File: config.mk
export PLATFORM = sky130hd
export DESIGN_NAME = led_blink_hsv_controller
export DESIGN_NICKNAME = d
export VERILOG_FILES = /design/src/hdl/lbh_pkg.sv /design/src/hdl/led_blink_hsv_controller.sv /design/src/hdl/lbh_csr.sv /design/src/hdl/lbh_ctrl.sv /design/src/hdl/lbh_datapath.sv
export SDC_FILE = /design/constraint.sdc
export NUM_CORES = 1
export LEC_CHECK = 0
export BUFFER_PORTS_ARGS = -buffer_cell sky130_fd_sc_hd__buf_2
export CAP_MARGIN = 5
export CORE_ASPECT_RATIO = 0.75
export CORE_MARGIN = 2
export CORE_UTILIZATION = 63
export DETAILED_ROUTE_END_ITERATION = 10
export GPL_TIMING_DRIVEN = 0
export HOLD_SLACK_MARGIN = 0.15
export PLACE_DENSITY_LB_ADDON = 0.05
export SYNTH_ARGS = -nofsm -noshare
export SYNTH_HDL_FRONTEND = slang
export SYNTH_SLANG_ARGS = --single-unit
File: constraint.sdc
create_clock -name clock -period 10.2 [get_ports clock]
set_input_delay 0.51 -clock clock [delete_from_list [all_inputs] [get_ports clock]]
set_output_delay 0.51 -clock clock [all_outputs]
set_load 0.01 [all_outputs]
File: src/hdl/lbh_pkg.sv
// Shared types, register map and color helpers for the LED blink HSV controller.
`timescale 1ns / 1ps

package lbh_pkg;

   // Action codes carried by an item
   localparam logic [2:0] ACT_TICK     = 3'd0;
   localparam logic [2:0] ACT_SET      = 3'd1;
   localparam logic [2:0] ACT_TOGGLE   = 3'd2;
   localparam logic [2:0] ACT_BLINK    = 3'd3;
   localparam logic [2:0] ACT_SET_KEEP = 3'd4;

   // Register map, index = byte address / 4
   localparam int CSR_ADDR_BITS = 4;
   localparam int CSR_DATA_BITS = 32;
   localparam logic [1:0] REG_BRIGHTNESS = 2'd0;
   localparam logic [1:0] REG_HUE        = 2'd1;
   localparam logic [1:0] REG_SATURATION = 2'd2;

   localparam logic [7:0] BRIGHTNESS_RESET = 8'd255;

   // Deadline arithmetic runs at this width; a carry out means never reached
   localparam int MATH_BITS = 64;
   // Milliseconds to microseconds
   localparam int MS_TO_US      = 1000;
   localparam int MS_TO_US_BITS = 10;

   // Hue sectors of the color wheel, 43 hue steps each but the last, which has 41
   localparam logic [2:0] SECTOR_RED     = 3'd0;
   localparam logic [2:0] SECTOR_YELLOW  = 3'd1;
   localparam logic [2:0] SECTOR_GREEN   = 3'd2;
   localparam logic [2:0] SECTOR_CYAN    = 3'd3;
   localparam logic [2:0] SECTOR_BLUE    = 3'd4;
   localparam logic [2:0] SECTOR_MAGENTA = 3'd5;

   typedef struct packed {
      logic [7:0] brightness;
      logic [7:0] hue;
      logic [7:0] saturation;
   } lbh_cfg_type;

   typedef struct packed {
      logic load;      // take the item and apply its action
      logic dur;       // form the current phase time
      logic cmp;       // check the deadline, flip on expiry
      logic hsv;       // first color stage
      logic out_load;  // second color stage into the result register
   } lbh_cmd_type;

   function automatic logic [2:0] hue_sector(input logic [7:0] h);
      logic [2:0] s;
      if (h < 8'd43)       s = SECTOR_RED;
      else if (h < 8'd86)  s = SECTOR_YELLOW;
      else if (h < 8'd129) s = SECTOR_GREEN;
      else if (h < 8'd172) s = SECTOR_CYAN;
      else if (h < 8'd215) s = SECTOR_BLUE;
      else                 s = SECTOR_MAGENTA;
      return s;
   endfunction

   function automatic logic [7:0] sector_base(input logic [2:0] s);
      logic [7:0] b;
      case (s)
         SECTOR_RED:     b = 8'd0;
         SECTOR_YELLOW:  b = 8'd43;
         SECTOR_GREEN:   b = 8'd86;
         SECTOR_CYAN:    b = 8'd129;
         SECTOR_BLUE:    b = 8'd172;
         default:        b = 8'd215;
      endcase
      return b;
   endfunction

endpackage

File: src/hdl/led_blink_hsv_controller.sv
// Top level of the LED blink HSV controller.
// Drives one LED: each item on the req_ channel carries an action (tick, set, toggle,
// blink start, set keeping blink) and a microsecond timestamp, and answers with one
// item on the rsp_ channel holding the LED state, the PWM duty (brightness when on,
// else zero), the RGB color from integer HSV conversion of hue, saturation and duty,
// and a flag that tells whether this item changed the LED state. Set and toggle stop
// blinking; blink start loads the on and off times in milliseconds, restamps the last
// change and applies the tick rule at once. A tick flips the LED once the current
// phase (on time when lit, off time when dark, times 1000) has passed since the last
// change. An item goes from acceptance to its result by these steps: apply the action,
// form the phase time (one multiply), do the 64-bit deadline add and compare, then the
// color stages with the dependent multiplies of the HSV conversion. The next item is
// taken the cycle after the result is registered, not before. The result register lets a
// new item in while the previous result still waits on rsp_stall. Brightness, hue and
// saturation sit at byte addresses 0, 4 and 8 of the csr_ port; they are to be written
// only while the block is idle, which the block itself does not enforce.
`timescale 1ns / 1ps

module led_blink_hsv_controller #(
   parameter int TIME_BITS     = 48,
   parameter int BLINK_MS_BITS = 16
) (
   input  logic                              clock,
   input  logic                              reset,
   // Input items
   input  logic                              req_valid,
   output logic                              req_stall,
   input  logic [2:0]                        req_action,
   input  logic [TIME_BITS-1:0]              req_now_us,
   input  logic                              req_set_value,
   input  logic [BLINK_MS_BITS-1:0]          req_on_ms,
   input  logic [BLINK_MS_BITS-1:0]          req_off_ms,
   // Result items
   output logic                              rsp_valid,
   input  logic                              rsp_stall,
   output logic                              rsp_led_on,
   output logic [7:0]                        rsp_duty,
   output logic [7:0]                        rsp_red,
   output logic [7:0]                        rsp_green,
   output logic [7:0]                        rsp_blue,
   output logic                              rsp_state_changed,
   // Configuration
   input  logic                              csr_psel,
   input  logic                              csr_penable,
   input  logic                              csr_pwrite,
   input  logic [lbh_pkg::CSR_ADDR_BITS-1:0] csr_paddr,
   input  logic [lbh_pkg::CSR_DATA_BITS-1:0] csr_pwdata,
   output logic [lbh_pkg::CSR_DATA_BITS-1:0] csr_prdata,
   output logic                              csr_pready
);
   import lbh_pkg::*;

   lbh_cfg_type cfg;   // brightness, hue, saturation as registered
   lbh_cmd_type cmd;   // one step of the item sequence per cycle unless the result waits

   // Register file; writes land at the access phase of the APB transfer
   lbh_csr u_csr (
      .clock       (clock),
      .reset       (reset),
      .csr_psel    (csr_psel),
      .csr_penable (csr_penable),
      .csr_pwrite  (csr_pwrite),
      .csr_paddr   (csr_paddr),
      .csr_pwdata  (csr_pwdata),
      .csr_prdata  (csr_prdata),
      .csr_pready  (csr_pready),
      .cfg         (cfg)
   );

   // Sequencer: accept one item, walk it through the datapath, hold the result
   lbh_ctrl u_ctrl (
      .clock     (clock),
      .reset     (reset),
      .req_valid (req_valid),
      .req_stall (req_stall),
      .rsp_valid (rsp_valid),
      .rsp_stall (rsp_stall),
      .cmd       (cmd)
   );

   // LED state, blink deadline check and HSV color pipeline
   lbh_datapath #(
      .TIME_BITS     (TIME_BITS),
      .BLINK_MS_BITS (BLINK_MS_BITS)
   ) u_datapath (
      .clock             (clock),
      .reset             (reset),
      .cmd               (cmd),
      .cfg               (cfg),
      .req_action        (req_action),
      .req_now_us        (req_now_us),
      .req_set_value     (req_set_value),
      .req_on_ms         (req_on_ms),
      .req_off_ms        (req_off_ms),
      .rsp_led_on        (rsp_led_on),
      .rsp_duty          (rsp_duty),
      .rsp_red           (rsp_red),
      .rsp_green         (rsp_green),
      .rsp_blue          (rsp_blue),
      .rsp_state_changed (rsp_state_changed)
   );

endmodule

File: src/hdl/lbh_csr.sv
// Configuration registers of the LED blink HSV controller behind an APB-style port.
`timescale 1ns / 1ps

module lbh_csr (
   input  logic                                clock,
   input  logic                                reset,
   input  logic                                csr_psel,
   input  logic                                csr_penable,
   input  logic                                csr_pwrite,
   input  logic [lbh_pkg::CSR_ADDR_BITS-1:0]   csr_paddr,
   input  logic [lbh_pkg::CSR_DATA_BITS-1:0]   csr_pwdata,
   output logic [lbh_pkg::CSR_DATA_BITS-1:0]   csr_prdata,
   output logic                                csr_pready,
   output lbh_pkg::lbh_cfg_type                cfg
);
   import lbh_pkg::*;

   logic [7:0] brightness_ff, brightness_in;
   logic [7:0] hue_ff, hue_in;
   logic [7:0] saturation_ff, saturation_in;
   logic       wr_en;
   logic [1:0] reg_index;

   assign reg_index  = csr_paddr[3:2];
   assign wr_en      = csr_psel & csr_penable & csr_pwrite;
   assign csr_pready = 1'b1;

   always_comb begin
      brightness_in = brightness_ff;
      hue_in        = hue_ff;
      saturation_in = saturation_ff;
      if (wr_en) begin
         case (reg_index)
            REG_BRIGHTNESS: brightness_in = csr_pwdata[7:0];
            REG_HUE:        hue_in        = csr_pwdata[7:0];
            REG_SATURATION: saturation_in = csr_pwdata[7:0];
            default: ;
         endcase
      end
   end

   always_ff @(posedge clock) begin
      if (reset) begin
         brightness_ff <= BRIGHTNESS_RESET;
         hue_ff        <= 8'd0;
         saturation_ff <= 8'd0;
      end else begin
         brightness_ff <= brightness_in;
         hue_ff        <= hue_in;
         saturation_ff <= saturation_in;
      end
   end

   always_comb begin
      case (reg_index)
         REG_BRIGHTNESS: csr_prdata = CSR_DATA_BITS'(brightness_ff);
         REG_HUE:        csr_prdata = CSR_DATA_BITS'(hue_ff);
         REG_SATURATION: csr_prdata = CSR_DATA_BITS'(saturation_ff);
         default:        csr_prdata = '0;
      endcase
   end

   assign cfg.brightness = brightness_ff;
   assign cfg.hue        = hue_ff;
   assign cfg.saturation = saturation_ff;

endmodule

File: src/hdl/lbh_ctrl.sv
// Sequencer of the LED blink HSV controller: handshakes and datapath commands.
`timescale 1ns / 1ps

module lbh_ctrl (
   input  logic                 clock,
   input  logic                 reset,
   input  logic                 req_valid,
   output logic                 req_stall,
   output logic                 rsp_valid,
   input  logic                 rsp_stall,
   output lbh_pkg::lbh_cmd_type cmd
);
   import lbh_pkg::*;

   typedef enum logic [2:0] {
      ST_IDLE,
      ST_DUR,
      ST_CMP,
      ST_HSV1,
      ST_HSV2
   } state_type;

   state_type state_ff, state_in;
   logic      rsp_valid_ff, rsp_valid_in;
   logic      out_free;

   // The result register frees up when empty or when taken this cycle
   assign out_free = ~rsp_valid_ff | ~rsp_stall;

   always_comb begin
      state_in     = state_ff;
      rsp_valid_in = rsp_valid_ff & rsp_stall;
      case (state_ff)
         ST_IDLE: if (req_valid) state_in = ST_DUR;
         ST_DUR:  state_in = ST_CMP;
         ST_CMP:  state_in = ST_HSV1;
         ST_HSV1: state_in = ST_HSV2;
         ST_HSV2: begin
            if (out_free) begin
               state_in     = ST_IDLE;
               rsp_valid_in = 1'b1;
            end
         end
         default: state_in = ST_IDLE;
      endcase
   end

   always_ff @(posedge clock) begin
      if (reset) begin
         state_ff     <= ST_IDLE;
         rsp_valid_ff <= 1'b0;
      end else begin
         state_ff     <= state_in;
         rsp_valid_ff <= rsp_valid_in;
      end
   end

   assign req_stall    = (state_ff != ST_IDLE);
   assign rsp_valid    = rsp_valid_ff;
   assign cmd.load     = (state_ff == ST_IDLE) & req_valid;
   assign cmd.dur      = (state_ff == ST_DUR);
   assign cmd.cmp      = (state_ff == ST_CMP);
   assign cmd.hsv      = (state_ff == ST_HSV1);
   assign cmd.out_load = (state_ff == ST_HSV2) & out_free;

endmodule

File: src/hdl/lbh_datapath.sv
// Datapath of the LED blink HSV controller: LED state, blink timing and color.
`timescale 1ns / 1ps

module lbh_datapath #(
   parameter int TIME_BITS     = 48,
   parameter int BLINK_MS_BITS = 16
) (
   input  logic                     clock,
   input  logic                     reset,
   input  lbh_pkg::lbh_cmd_type     cmd,
   input  lbh_pkg::lbh_cfg_type     cfg,
   input  logic [2:0]               req_action,
   input  logic [TIME_BITS-1:0]     req_now_us,
   input  logic                     req_set_value,
   input  logic [BLINK_MS_BITS-1:0] req_on_ms,
   input  logic [BLINK_MS_BITS-1:0] req_off_ms,
   output logic                     rsp_led_on,
   output logic [7:0]               rsp_duty,
   output logic [7:0]               rsp_red,
   output logic [7:0]               rsp_green,
   output logic [7:0]               rsp_blue,
   output logic                     rsp_state_changed
);
   import lbh_pkg::*;

   localparam int DUR_BITS = BLINK_MS_BITS + MS_TO_US_BITS;
   localparam int SUM_BITS = MATH_BITS + 1;

   // LED state
   logic                     lit_ff, lit_in;
   logic [BLINK_MS_BITS-1:0] on_ff, on_in;
   logic [BLINK_MS_BITS-1:0] off_ff, off_in;
   logic [TIME_BITS-1:0]     last_ff, last_in;

   // Item in flight
   logic [TIME_BITS-1:0]     now_ff;
   logic                     tick_ff;
   logic                     changed_ff, changed_in;
   logic [DUR_BITS-1:0]      dur_ff;
   logic                     blink_en_ff;

   // Color stage one
   logic [7:0]  v_ff, p_ff, sr_ff, st_ff;
   logic [2:0]  sector_ff;
   logic        gray_ff;

   // Result register
   logic        out_lit_ff, out_changed_ff;
   logic [7:0]  out_duty_ff, out_red_ff, out_green_ff, out_blue_ff;

   logic [BLINK_MS_BITS-1:0] phase_ms;
   logic [SUM_BITS-1:0]      deadline;
   logic                     expired;

   logic [7:0]  v, hue_off, rem;
   logic [2:0]  sector;
   logic [10:0] rem_wide;
   logic [15:0] p_prod, sr_prod, st_prod, q_prod, t_prod;
   logic [7:0]  q, t;
   logic [7:0]  red, green, blue;

   assign phase_ms = lit_ff ? on_ff : off_ff;
   // A carry out of the deadline sum means the deadline is never reached
   assign deadline = {1'b0, MATH_BITS'(last_ff)} + SUM_BITS'(dur_ff);
   assign expired  = blink_en_ff & ~deadline[MATH_BITS]
                   & (MATH_BITS'(now_ff) > deadline[MATH_BITS-1:0]);

   always_comb begin
      lit_in     = lit_ff;
      on_in      = on_ff;
      off_in     = off_ff;
      last_in    = last_ff;
      changed_in = changed_ff;
      if (cmd.load) begin
         changed_in = 1'b0;
         case (req_action)
            ACT_SET: begin
               on_in      = '0;
               off_in     = '0;
               lit_in     = req_set_value;
               changed_in = (lit_ff != req_set_value);
            end
            ACT_TOGGLE: begin
               on_in      = '0;
               off_in     = '0;
               lit_in     = ~lit_ff;
               changed_in = 1'b1;
            end
            ACT_BLINK: begin
               on_in   = req_on_ms;
               off_in  = req_off_ms;
               last_in = req_now_us;
            end
            ACT_SET_KEEP: begin
               lit_in     = req_set_value;
               changed_in = (lit_ff != req_set_value);
            end
            default: ;
         endcase
      end else if (cmd.cmp && expired) begin
         lit_in     = ~lit_ff;
         last_in    = now_ff;
         changed_in = 1'b1;
      end
   end

   always_ff @(posedge clock) begin
      if (reset) begin
         lit_ff  <= 1'b0;
         on_ff   <= '0;
         off_ff  <= '0;
         last_ff <= '0;
      end else begin
         lit_ff  <= lit_in;
         on_ff   <= on_in;
         off_ff  <= off_in;
         last_ff <= last_in;
      end
   end

   always_ff @(posedge clock) begin
      changed_ff <= changed_in;
      if (cmd.load) begin
         now_ff  <= req_now_us;
         tick_ff <= (req_action == ACT_TICK) | (req_action == ACT_BLINK);
      end
      if (cmd.dur) begin
         dur_ff      <= DUR_BITS'(phase_ms) * DUR_BITS'(MS_TO_US);
         blink_en_ff <= tick_ff & (on_ff != '0) & (off_ff != '0);
      end
   end

   // Color stage one: sector, remainder and the products with s
   assign v        = lit_ff ? cfg.brightness : 8'd0;
   assign sector   = hue_sector(cfg.hue);
   assign hue_off  = cfg.hue - sector_base(sector);
   assign rem_wide = 11'(hue_off) * 11'd6;
   assign rem      = rem_wide[7:0];
   assign p_prod   = 16'(v) * 16'(8'd255 - cfg.saturation);
   assign sr_prod  = 16'(cfg.saturation) * 16'(rem);
   assign st_prod  = 16'(cfg.saturation) * 16'(8'd255 - rem);

   always_ff @(posedge clock) begin
      if (cmd.hsv) begin
         v_ff      <= v;
         p_ff      <= p_prod[15:8];
         sr_ff     <= sr_prod[15:8];
         st_ff     <= st_prod[15:8];
         sector_ff <= sector;
         gray_ff   <= (cfg.saturation == 8'd0);
      end
   end

   // Color stage two
   assign q_prod = 16'(v_ff) * 16'(8'd255 - sr_ff);
   assign t_prod = 16'(v_ff) * 16'(8'd255 - st_ff);
   assign q      = q_prod[15:8];
   assign t      = t_prod[15:8];

   always_comb begin
      case (sector_ff)
         SECTOR_RED:    begin red = v_ff; green = t;    blue = p_ff; end
         SECTOR_YELLOW: begin red = q;    green = v_ff; blue = p_ff; end
         SECTOR_GREEN:  begin red = p_ff; green = v_ff; blue = t;    end
         SECTOR_CYAN:   begin red = p_ff; green = q;    blue = v_ff; end
         SECTOR_BLUE:   begin red = t;    green = p_ff; blue = v_ff; end
         default:       begin red = v_ff; green = p_ff; blue = q;    end
      endcase
      if (gray_ff) begin
         red   = v_ff;
         green = v_ff;
         blue  = v_ff;
      end
   end

   always_ff @(posedge clock) begin
      if (cmd.out_load) begin
         out_lit_ff     <= lit_ff;
         out_changed_ff <= changed_ff;
         out_duty_ff    <= v_ff;
         out_red_ff     <= red;
         out_green_ff   <= green;
         out_blue_ff    <= blue;
      end
   end

   assign rsp_led_on        = out_lit_ff;
   assign rsp_duty          = out_duty_ff;
   assign rsp_red           = out_red_ff;
   assign rsp_green         = out_green_ff;
   assign rsp_blue          = out_blue_ff;
   assign rsp_state_changed = out_changed_ff;

endmodule

======== After elaboration in Yosys (flattened, before gate mapping) ========
Cells that the tools add are included.
word-level totals
  bits of input ports ..................... 127
  register bits after elaboration ......... 253
  output and inout port bits .............. 69
  word-level logic and storage cells ...... 139
cells by class
  eq/ne operators ......................... 23
  multiplexer cells ....................... 31
  add/sub/neg operators ................... 6
  multiply operators ...................... 7
  bitwise gates (word level) .............. 15
  reductions and logical operators ........ 25
  magnitude comparators ................... 6
operators by type and width
  operator               number
  $mux 48                3
  $pmux 8 s3             4
  $gt 48x64->1           1
  $mul 8x16->16          4
  $pmux 16 s2            2
  $add 48x26->49         1
  $pmux 8 s5             1
  $sub 8x8->9 const A    4
  $mux 8                 4
  $reduce_bool 16->1     2
  $eq 3x2->1 const B     8
  $lt 8x8->1 const B     3
  $mul 16x7->23 const B  1
  $mux 3                 6
  $mux 16                1
  $mul 8x7->15           1
  $pmux 3 s5             1
  $reduce_and 2->1       7
  $eq 3x1->1 const B     4
  $eq 3x3->1 const B     4
  $logic_not 3->1        4
  $reduce_or 2->1        6
  $and 1x1->1            9
  $logic_not 8->1        1
  19 further kinds       31

======== Longest topological paths before layout ========
  depth in word-level cells ............... 12
  gate-level depth with buffers ........... 39
  mapped depth without buffers ............ 38

======== By module ========
From an unflattened synthesis, not the netlist that was laid out.
second synthesis, totals
  cell total of the unflattened synthesis .. 2702
  area, all modules ....................... 26222.6 µm²
modules (own cells, without submodules)
  module        times used  cells each  area each (µm²)  seq. area each (µm²)
  lbh_datapath  1           2528        24612.4          5945.7
  lbh_csr       1           153         1410.1           480.5
  lbh_ctrl      1           21          200.2            80.1

======== Worst setup path before layout ========
No wires, ideal clock.
  kind .................................... reg-to-reg
  from .................................... reg u_csr.hue_ff[3]
  to ...................................... reg u_datapath.sr_ff[7] (data pin)
  setup slack ............................. 1.970 ns
  arrival time ............................ 7.970 ns
  cell stages (with the launch flop) ...... 36
  period minus slack after synthesis ...... 8.230 ns
  library setup time ...................... 0.260 ns
  cells stage by stage .................... dfxtp_1 -> or4_1 -> o41ai_4 -> nor2_1 -> a2bb2oi_1 -> and2_1 -> inv_1 -> and2_1 -> ha_1 -> nor2b_1 -> o21ai_0 -> nand2b_1 -> xor2_1 -> ha_1 -> a21oi_1 -> o21bai_1 -> a21oi_1 -> xor2_1 -> xnor2_1 -> xnor2_1 -> buf_4 -> nand2b_1 -> fa_1 -> fa_1 -> inv_1 -> fa_1 -> fa_1 -> ha_1 -> or2_2 -> a21oi_1 -> a311oi_1 -> o21a_1 -> o21a_1 -> o41a_1 -> a21oi_1 -> xnor2_1
between the ends
  cells in the longest elaborated chain, start to end .. 11
  elaborated cells between the ends (all ways) .. 19
RTL lines
  item                                RTL line             RTL
  start: declaration                  lbh_csr.sv:19        logic [7:0] hue_ff, hue_in;
  start signal: assignment            lbh_csr.sv:49        hue_ff <= hue_in;
  $lt 8x8->1                          lbh_pkg.sv:56        else if (h < 8'd215) s = SECTOR_BLUE;
  $mux 1                              lbh_pkg.sv:56
  $mux 3                              lbh_pkg.sv:55        else if (h < 8'd172) s = SECTOR_CYAN;
  $mux 3                              lbh_pkg.sv:54        else if (h < 8'd129) s = SECTOR_GREEN;
  $mux 3                              lbh_pkg.sv:53        else if (h < 8'd86) s = SECTOR_YELLOW;
  $mux 3 (*)                          lbh_pkg.sv:52        if (h < 8'd43) s = SECTOR_RED;
  via u_datapath.sector[0]            lbh_datapath.sv:56   logic [2:0] sector;
  $eq 3x3->1 (tied with other cells)  lbh_pkg.sv:63        case (s)
  $pmux 8 s5 (*)                      lbh_pkg.sv:63
  $sub 8x8->8 (*)                     lbh_datapath.sv:136  assign hue_off = cfg.hue - sector_base(sector);
  $mul 8x2->7 (*)                     lbh_datapath.sv:137  assign rem_wide = 11'(hue_off) * 11'd6;
  $mul 8x7->15 (*)                    lbh_datapath.sv:140  assign sr_prod = 16'(cfg.saturation) * 16'(rem);
  via u_datapath.sr_prod[15]          lbh_datapath.sv:58   logic [15:0] p_prod, sr_prod, st_prod, q_prod, t_prod;
  end signal: assignment              lbh_datapath.sv:147  sr_ff <= sr_prod[15:8];
  end: declaration                    lbh_datapath.sv:43   logic [7:0] v_ff, p_ff, sr_ff, st_ff;
The timed path passes the listed nets; every way through them passes the cells marked *.
A chain may end at the register's enable or synchronous reset.

======== Worst setup path after layout ========
  from .................................... reg u_csr.hue_ff[2]
  to ...................................... reg u_datapath.sr_ff[7] (data pin)
between the ends
  elaborated cells between the ends (all ways) .. 19
RTL lines
  item                                RTL line
  $lt 8x8->1                          lbh_pkg.sv:55
  $mux 3                              lbh_pkg.sv:55
  $mux 3                              lbh_pkg.sv:54
  $mux 3                              lbh_pkg.sv:53
  $mux 3 (*)                          lbh_pkg.sv:52
  via u_datapath.sector[2]            lbh_datapath.sv:56
  $eq 3x3->1 (tied with other cells)  lbh_pkg.sv:63
  $pmux 8 s5 (*)                      lbh_pkg.sv:63
  $sub 8x8->8 (*)                     lbh_datapath.sv:136
  $mul 8x2->7 (*)                     lbh_datapath.sv:137
  $mul 8x7->15 (*)                    lbh_datapath.sv:140
  via u_datapath.sr_prod[15]          lbh_datapath.sv:58
Marks and branches as above.

==> results.py <==
metrics = {
    "setup_path": {
        "path_class": "flop to flop",
        "crit_path_end_kind": "flop",
        "slowest_stage": "dfxtp_1",
        "path_buf_inv": 3,
        "critPathRequiredTime_ns": 10.53,
        "worst-path-max-fanout": 10,
        "start_kind": "flop",
        "worstPathArrival_ns": 9.93,
        "max_stage_delay_ns": 0.55,
        "cp_top_family": "adder cells",
    },
    "pwr": {
        "vdd_ir_drop_max_uv": 119.8,
        "switchingPower_mw": 1.157,
        "p_seq_share_pct": 35.2,
        "power.internal_mw": 2.204,
        "p_clk_share_pct": 32.4,
        "power.density_mw_per_mm2": 119.1,
        "combPwrFrac_pct": 32.4,
        "switching_share_pct": 34.42,
        "leakage_nw": 13.29,
    },
    "timing": {
        "fin_worst_skew_ns": 0.01964,
        "rsz0062_at_grt": "false",
        "setup_tns_ns": 0,
        "setup_viol": 0,
        "post-route-period-util_pct": 94.20,
        "holdWs_ns": 0.1694,
        "fmax_mhz": 104.1,
        "period_minus_slack_ns": 9.608,
        "maxSlewViolCount": 0,
        "hold_viol_final": 0,
        "tightest_slew_ns": 0.9032,
        "slew-limit-headroom_pct": 39.79,
    },
    "synth": {
        "post-synth-top-count-cell": "inv_1",
        "yosysUniqueCellTypes": 76,
        "synthTopCellsByCount": "inv_1 (300), ha_1 (298), fa_1 (225)",
        "synth_ff_type": "edfxtp_1",
        "ys_seq_area_share_pct": 25.69,
        "syn_inst": 2630,
        "synth_area_leaders": "fa_1 (18%), edfxtp_1 (17%), ha_1 (15%)",
        "synth_top_area_share_pct": 17.78,
        "syn_avg_cell_area_um2": 9.631,
        "postSynth.asyncResetShare_pct": 0,
        "ys_warn_count": 0,
        "synth_edf_count": 144,
        "netlist_area_mm2": 0.02533,
        "ys_seq_elements": 253,
        "yosysTopAreaCell": "fa_1",
    },
    "floorplan": {
        "start_util_pct": 64.01,
        "die_height_um": 177.7,
        "die_x_um": 235.5,
        "dieArea_mm2": 0.04184,
        "num_rows": 63,
        "coreArea_mm2": 0.03957,
        "ios": 196,
    },
    "clock_tree": {
        "clkSinkCount": 253,
        "cts_tree": "done",
        "clk_path_buf_depth": 3,
        "clk_pin_slew_ns": 0.07,
        "numCtsBuffers": 29,
        "clk_latency_ns": 0.58,
        "post-cts-setup-buffers": 0,
        "cts_root_buffer": "clkbuf_16",
        "cts_max_level": 1,
    },
    "layout": {
        "area_growth_pct": 11.46,
        "drive_gt1_share_pct": 10.24,
        "multi_input_comb_area_mm2": 0.01712,
        "layoutNonFillerInstCount": 3410,
        "n_fill_cell": 3080,
        "layout.nets": 3518,
        "antenna_cells": 0,
        "seq_area_mm2": 0.006506,
    },
    "routing": {
        "ant_nets": 0,
        "drt_iter0_drc": 1897,
        "drcViolationCount": 0,
        "wl_um": 68140,
        "first_pass_iters": 6,
        "wl_per_cell_um": 19.98,
        "viasPerCell": 5.991,
        "routed-via-count": 20431,
    },
    "global_route": {
        "grt_max_degree": 59,
        "track_usage_pct": 32.88,
        "gr-total-overflow": 0,
        "grt_pass1_vias": 20611,
        "grt_pass1_wl_um": 109200,
        "antenna_found_initial": 0,
    },
    "place": {
        "dp.cells": 3316,
        "port_buffers": 141,
        "globalplace.congestion": 0.9256,
        "dpl.hpwl_um": 52120,
    },
    "status": {
        "status": "completed",
    },
    "flow_run": {
        "maxCapViolations": 0,
    },
    "worst_hold_path": {
        "min-delay-path-class": "primary input to flop",
    },
}
cells by family (layout without fill, tap and decap cells):
family	Yosys count	count (layout)	synth area share [%]
AND/OR/NAND/NOR	757	757	15.80
adder cells (fa/ha/maj)	524	524	32.54
AO/OA/AOI/OAI	490	490	12.98
buffers and inverters	446	683	7.212
flip-flops	253	253	25.69
XOR/XNOR	114	114	3.942
multiplexers	44	44	1.808
other	2	25	0.02965
flip-flops by register name, summed over array words and instances, names as in the netlist, 3 cells and up:
signal,count
u_datapath.sr_ff,8
u_datapath.now_ff,48
u_csr.hue_ff,8
u_datapath.dur_ff,23
u_datapath.st_ff,8
u_datapath.rsp_blue,8
u_datapath.rsp_green,8
u_csr.brightness_ff,8
u_datapath.rsp_duty,8
u_datapath.v_ff,8
u_csr.saturation_ff,8
u_datapath.on_ff,16
u_datapath.last_ff,48
u_datapath.off_ff,16
u_datapath.sector_ff,3
u_datapath.p_ff,8
u_ctrl.state_ff,3
u_datapath.rsp_red,8
cells in the final DEF (no fill, tap or decap), types with 7 or more instances in the layout:
cell	count
inv_1	300
and3_1	11
a21oi_1	163
o22ai_1	13
o21bai_1	14
ha_1	298
nand2_1	141
buf_2	149
a211o_1	13
fa_1	225
nor2b_1	102
conb_1	25
nand4_1	23
dfxtp_1	109
clkbuf_1	103
xnor2_1	65
mux2i_1	30
or4_1	9
or2_2	32
a211oi_1	53
buf_4	26
dlygate4sd3_1	41
mux2_2	14
a31oi_1	13
and2_1	94
edfxtp_1	144
o21ai_0	54
clkbuf_16	30
a21o_1	35
nand3_1	65
xor2_1	47
nor4_1	12
nor2_1	137
nor3_1	24
nand2b_1	83
a221oi_1	51
buf_6	7
o21a_1	20
stage by stage:
stage               setup slack, ns  total power, mW  instance area [um2]  util (%)
floorplan                     1.970            1.940                25420         -
global placement             0.7023            2.204                26770     67.66
detailed placement           0.5183            2.237                26820     67.79
CTS                          0.4719            3.341                28210     71.28
global route                 0.1452            3.536                28230     71.34
finish                       0.5918            3.361                28230     71.34
metal layers:
metal  wire length (um)  track usage [%]
met4               1517            7.909
met1              31920            49.76
met3               5997            5.397
met2              28700            49.31
met5                  0                0
area by class of cell:
class | count | area share [%]
Multi-Input combinational cell | 1954 | 60.63
Sequential cell | 253 | 23.05
Timing Repair Buffer | 184 | 4.064
Inverter | 301 | 4.002
Clock buffer | 40 | 2.974
Buffer | 145 | 2.482
Tap cell | 520 | 2.305
Clock inverter | 13 | 0.5008
final timing paths:
check / slack [ns] / from / endpoint / cells after the start
min reg2reg: 0.42 / u_datapath.changed_ff / u_datapath.rsp_state_changed / 0
min: 0.17 / req_now_us[10] / u_datapath.now_ff[10] / 1
max: 0.59 / u_csr.hue_ff[2] / u_datapath.sr_ff[7] / 35
max reg2reg: 0.59 / u_csr.hue_ff[2] / u_datapath.sr_ff[7] / 35
power groups by stage:
stage	Sequential (mW)	Combinational, mW	Clock, mW
5_1_grt	1.19	1.21	1.14
2_1_floorplan	1.19	0.754	0
3_3_place_gp	1.20	1.00	0
6_report	1.18	1.09	1.09
3_5_place_dp	1.20	1.04	0
4_1_cts	1.18	1.07	1.10
repair_timing:
action / CTS / global route
gates resized for setup: 0 / 2
hold buffers: 40 / 1
setup endpoints to repair: 0 / 1
hold endpoints to repair: 40 / 1
Note: power is estimated with default switching activity, not from simulation.
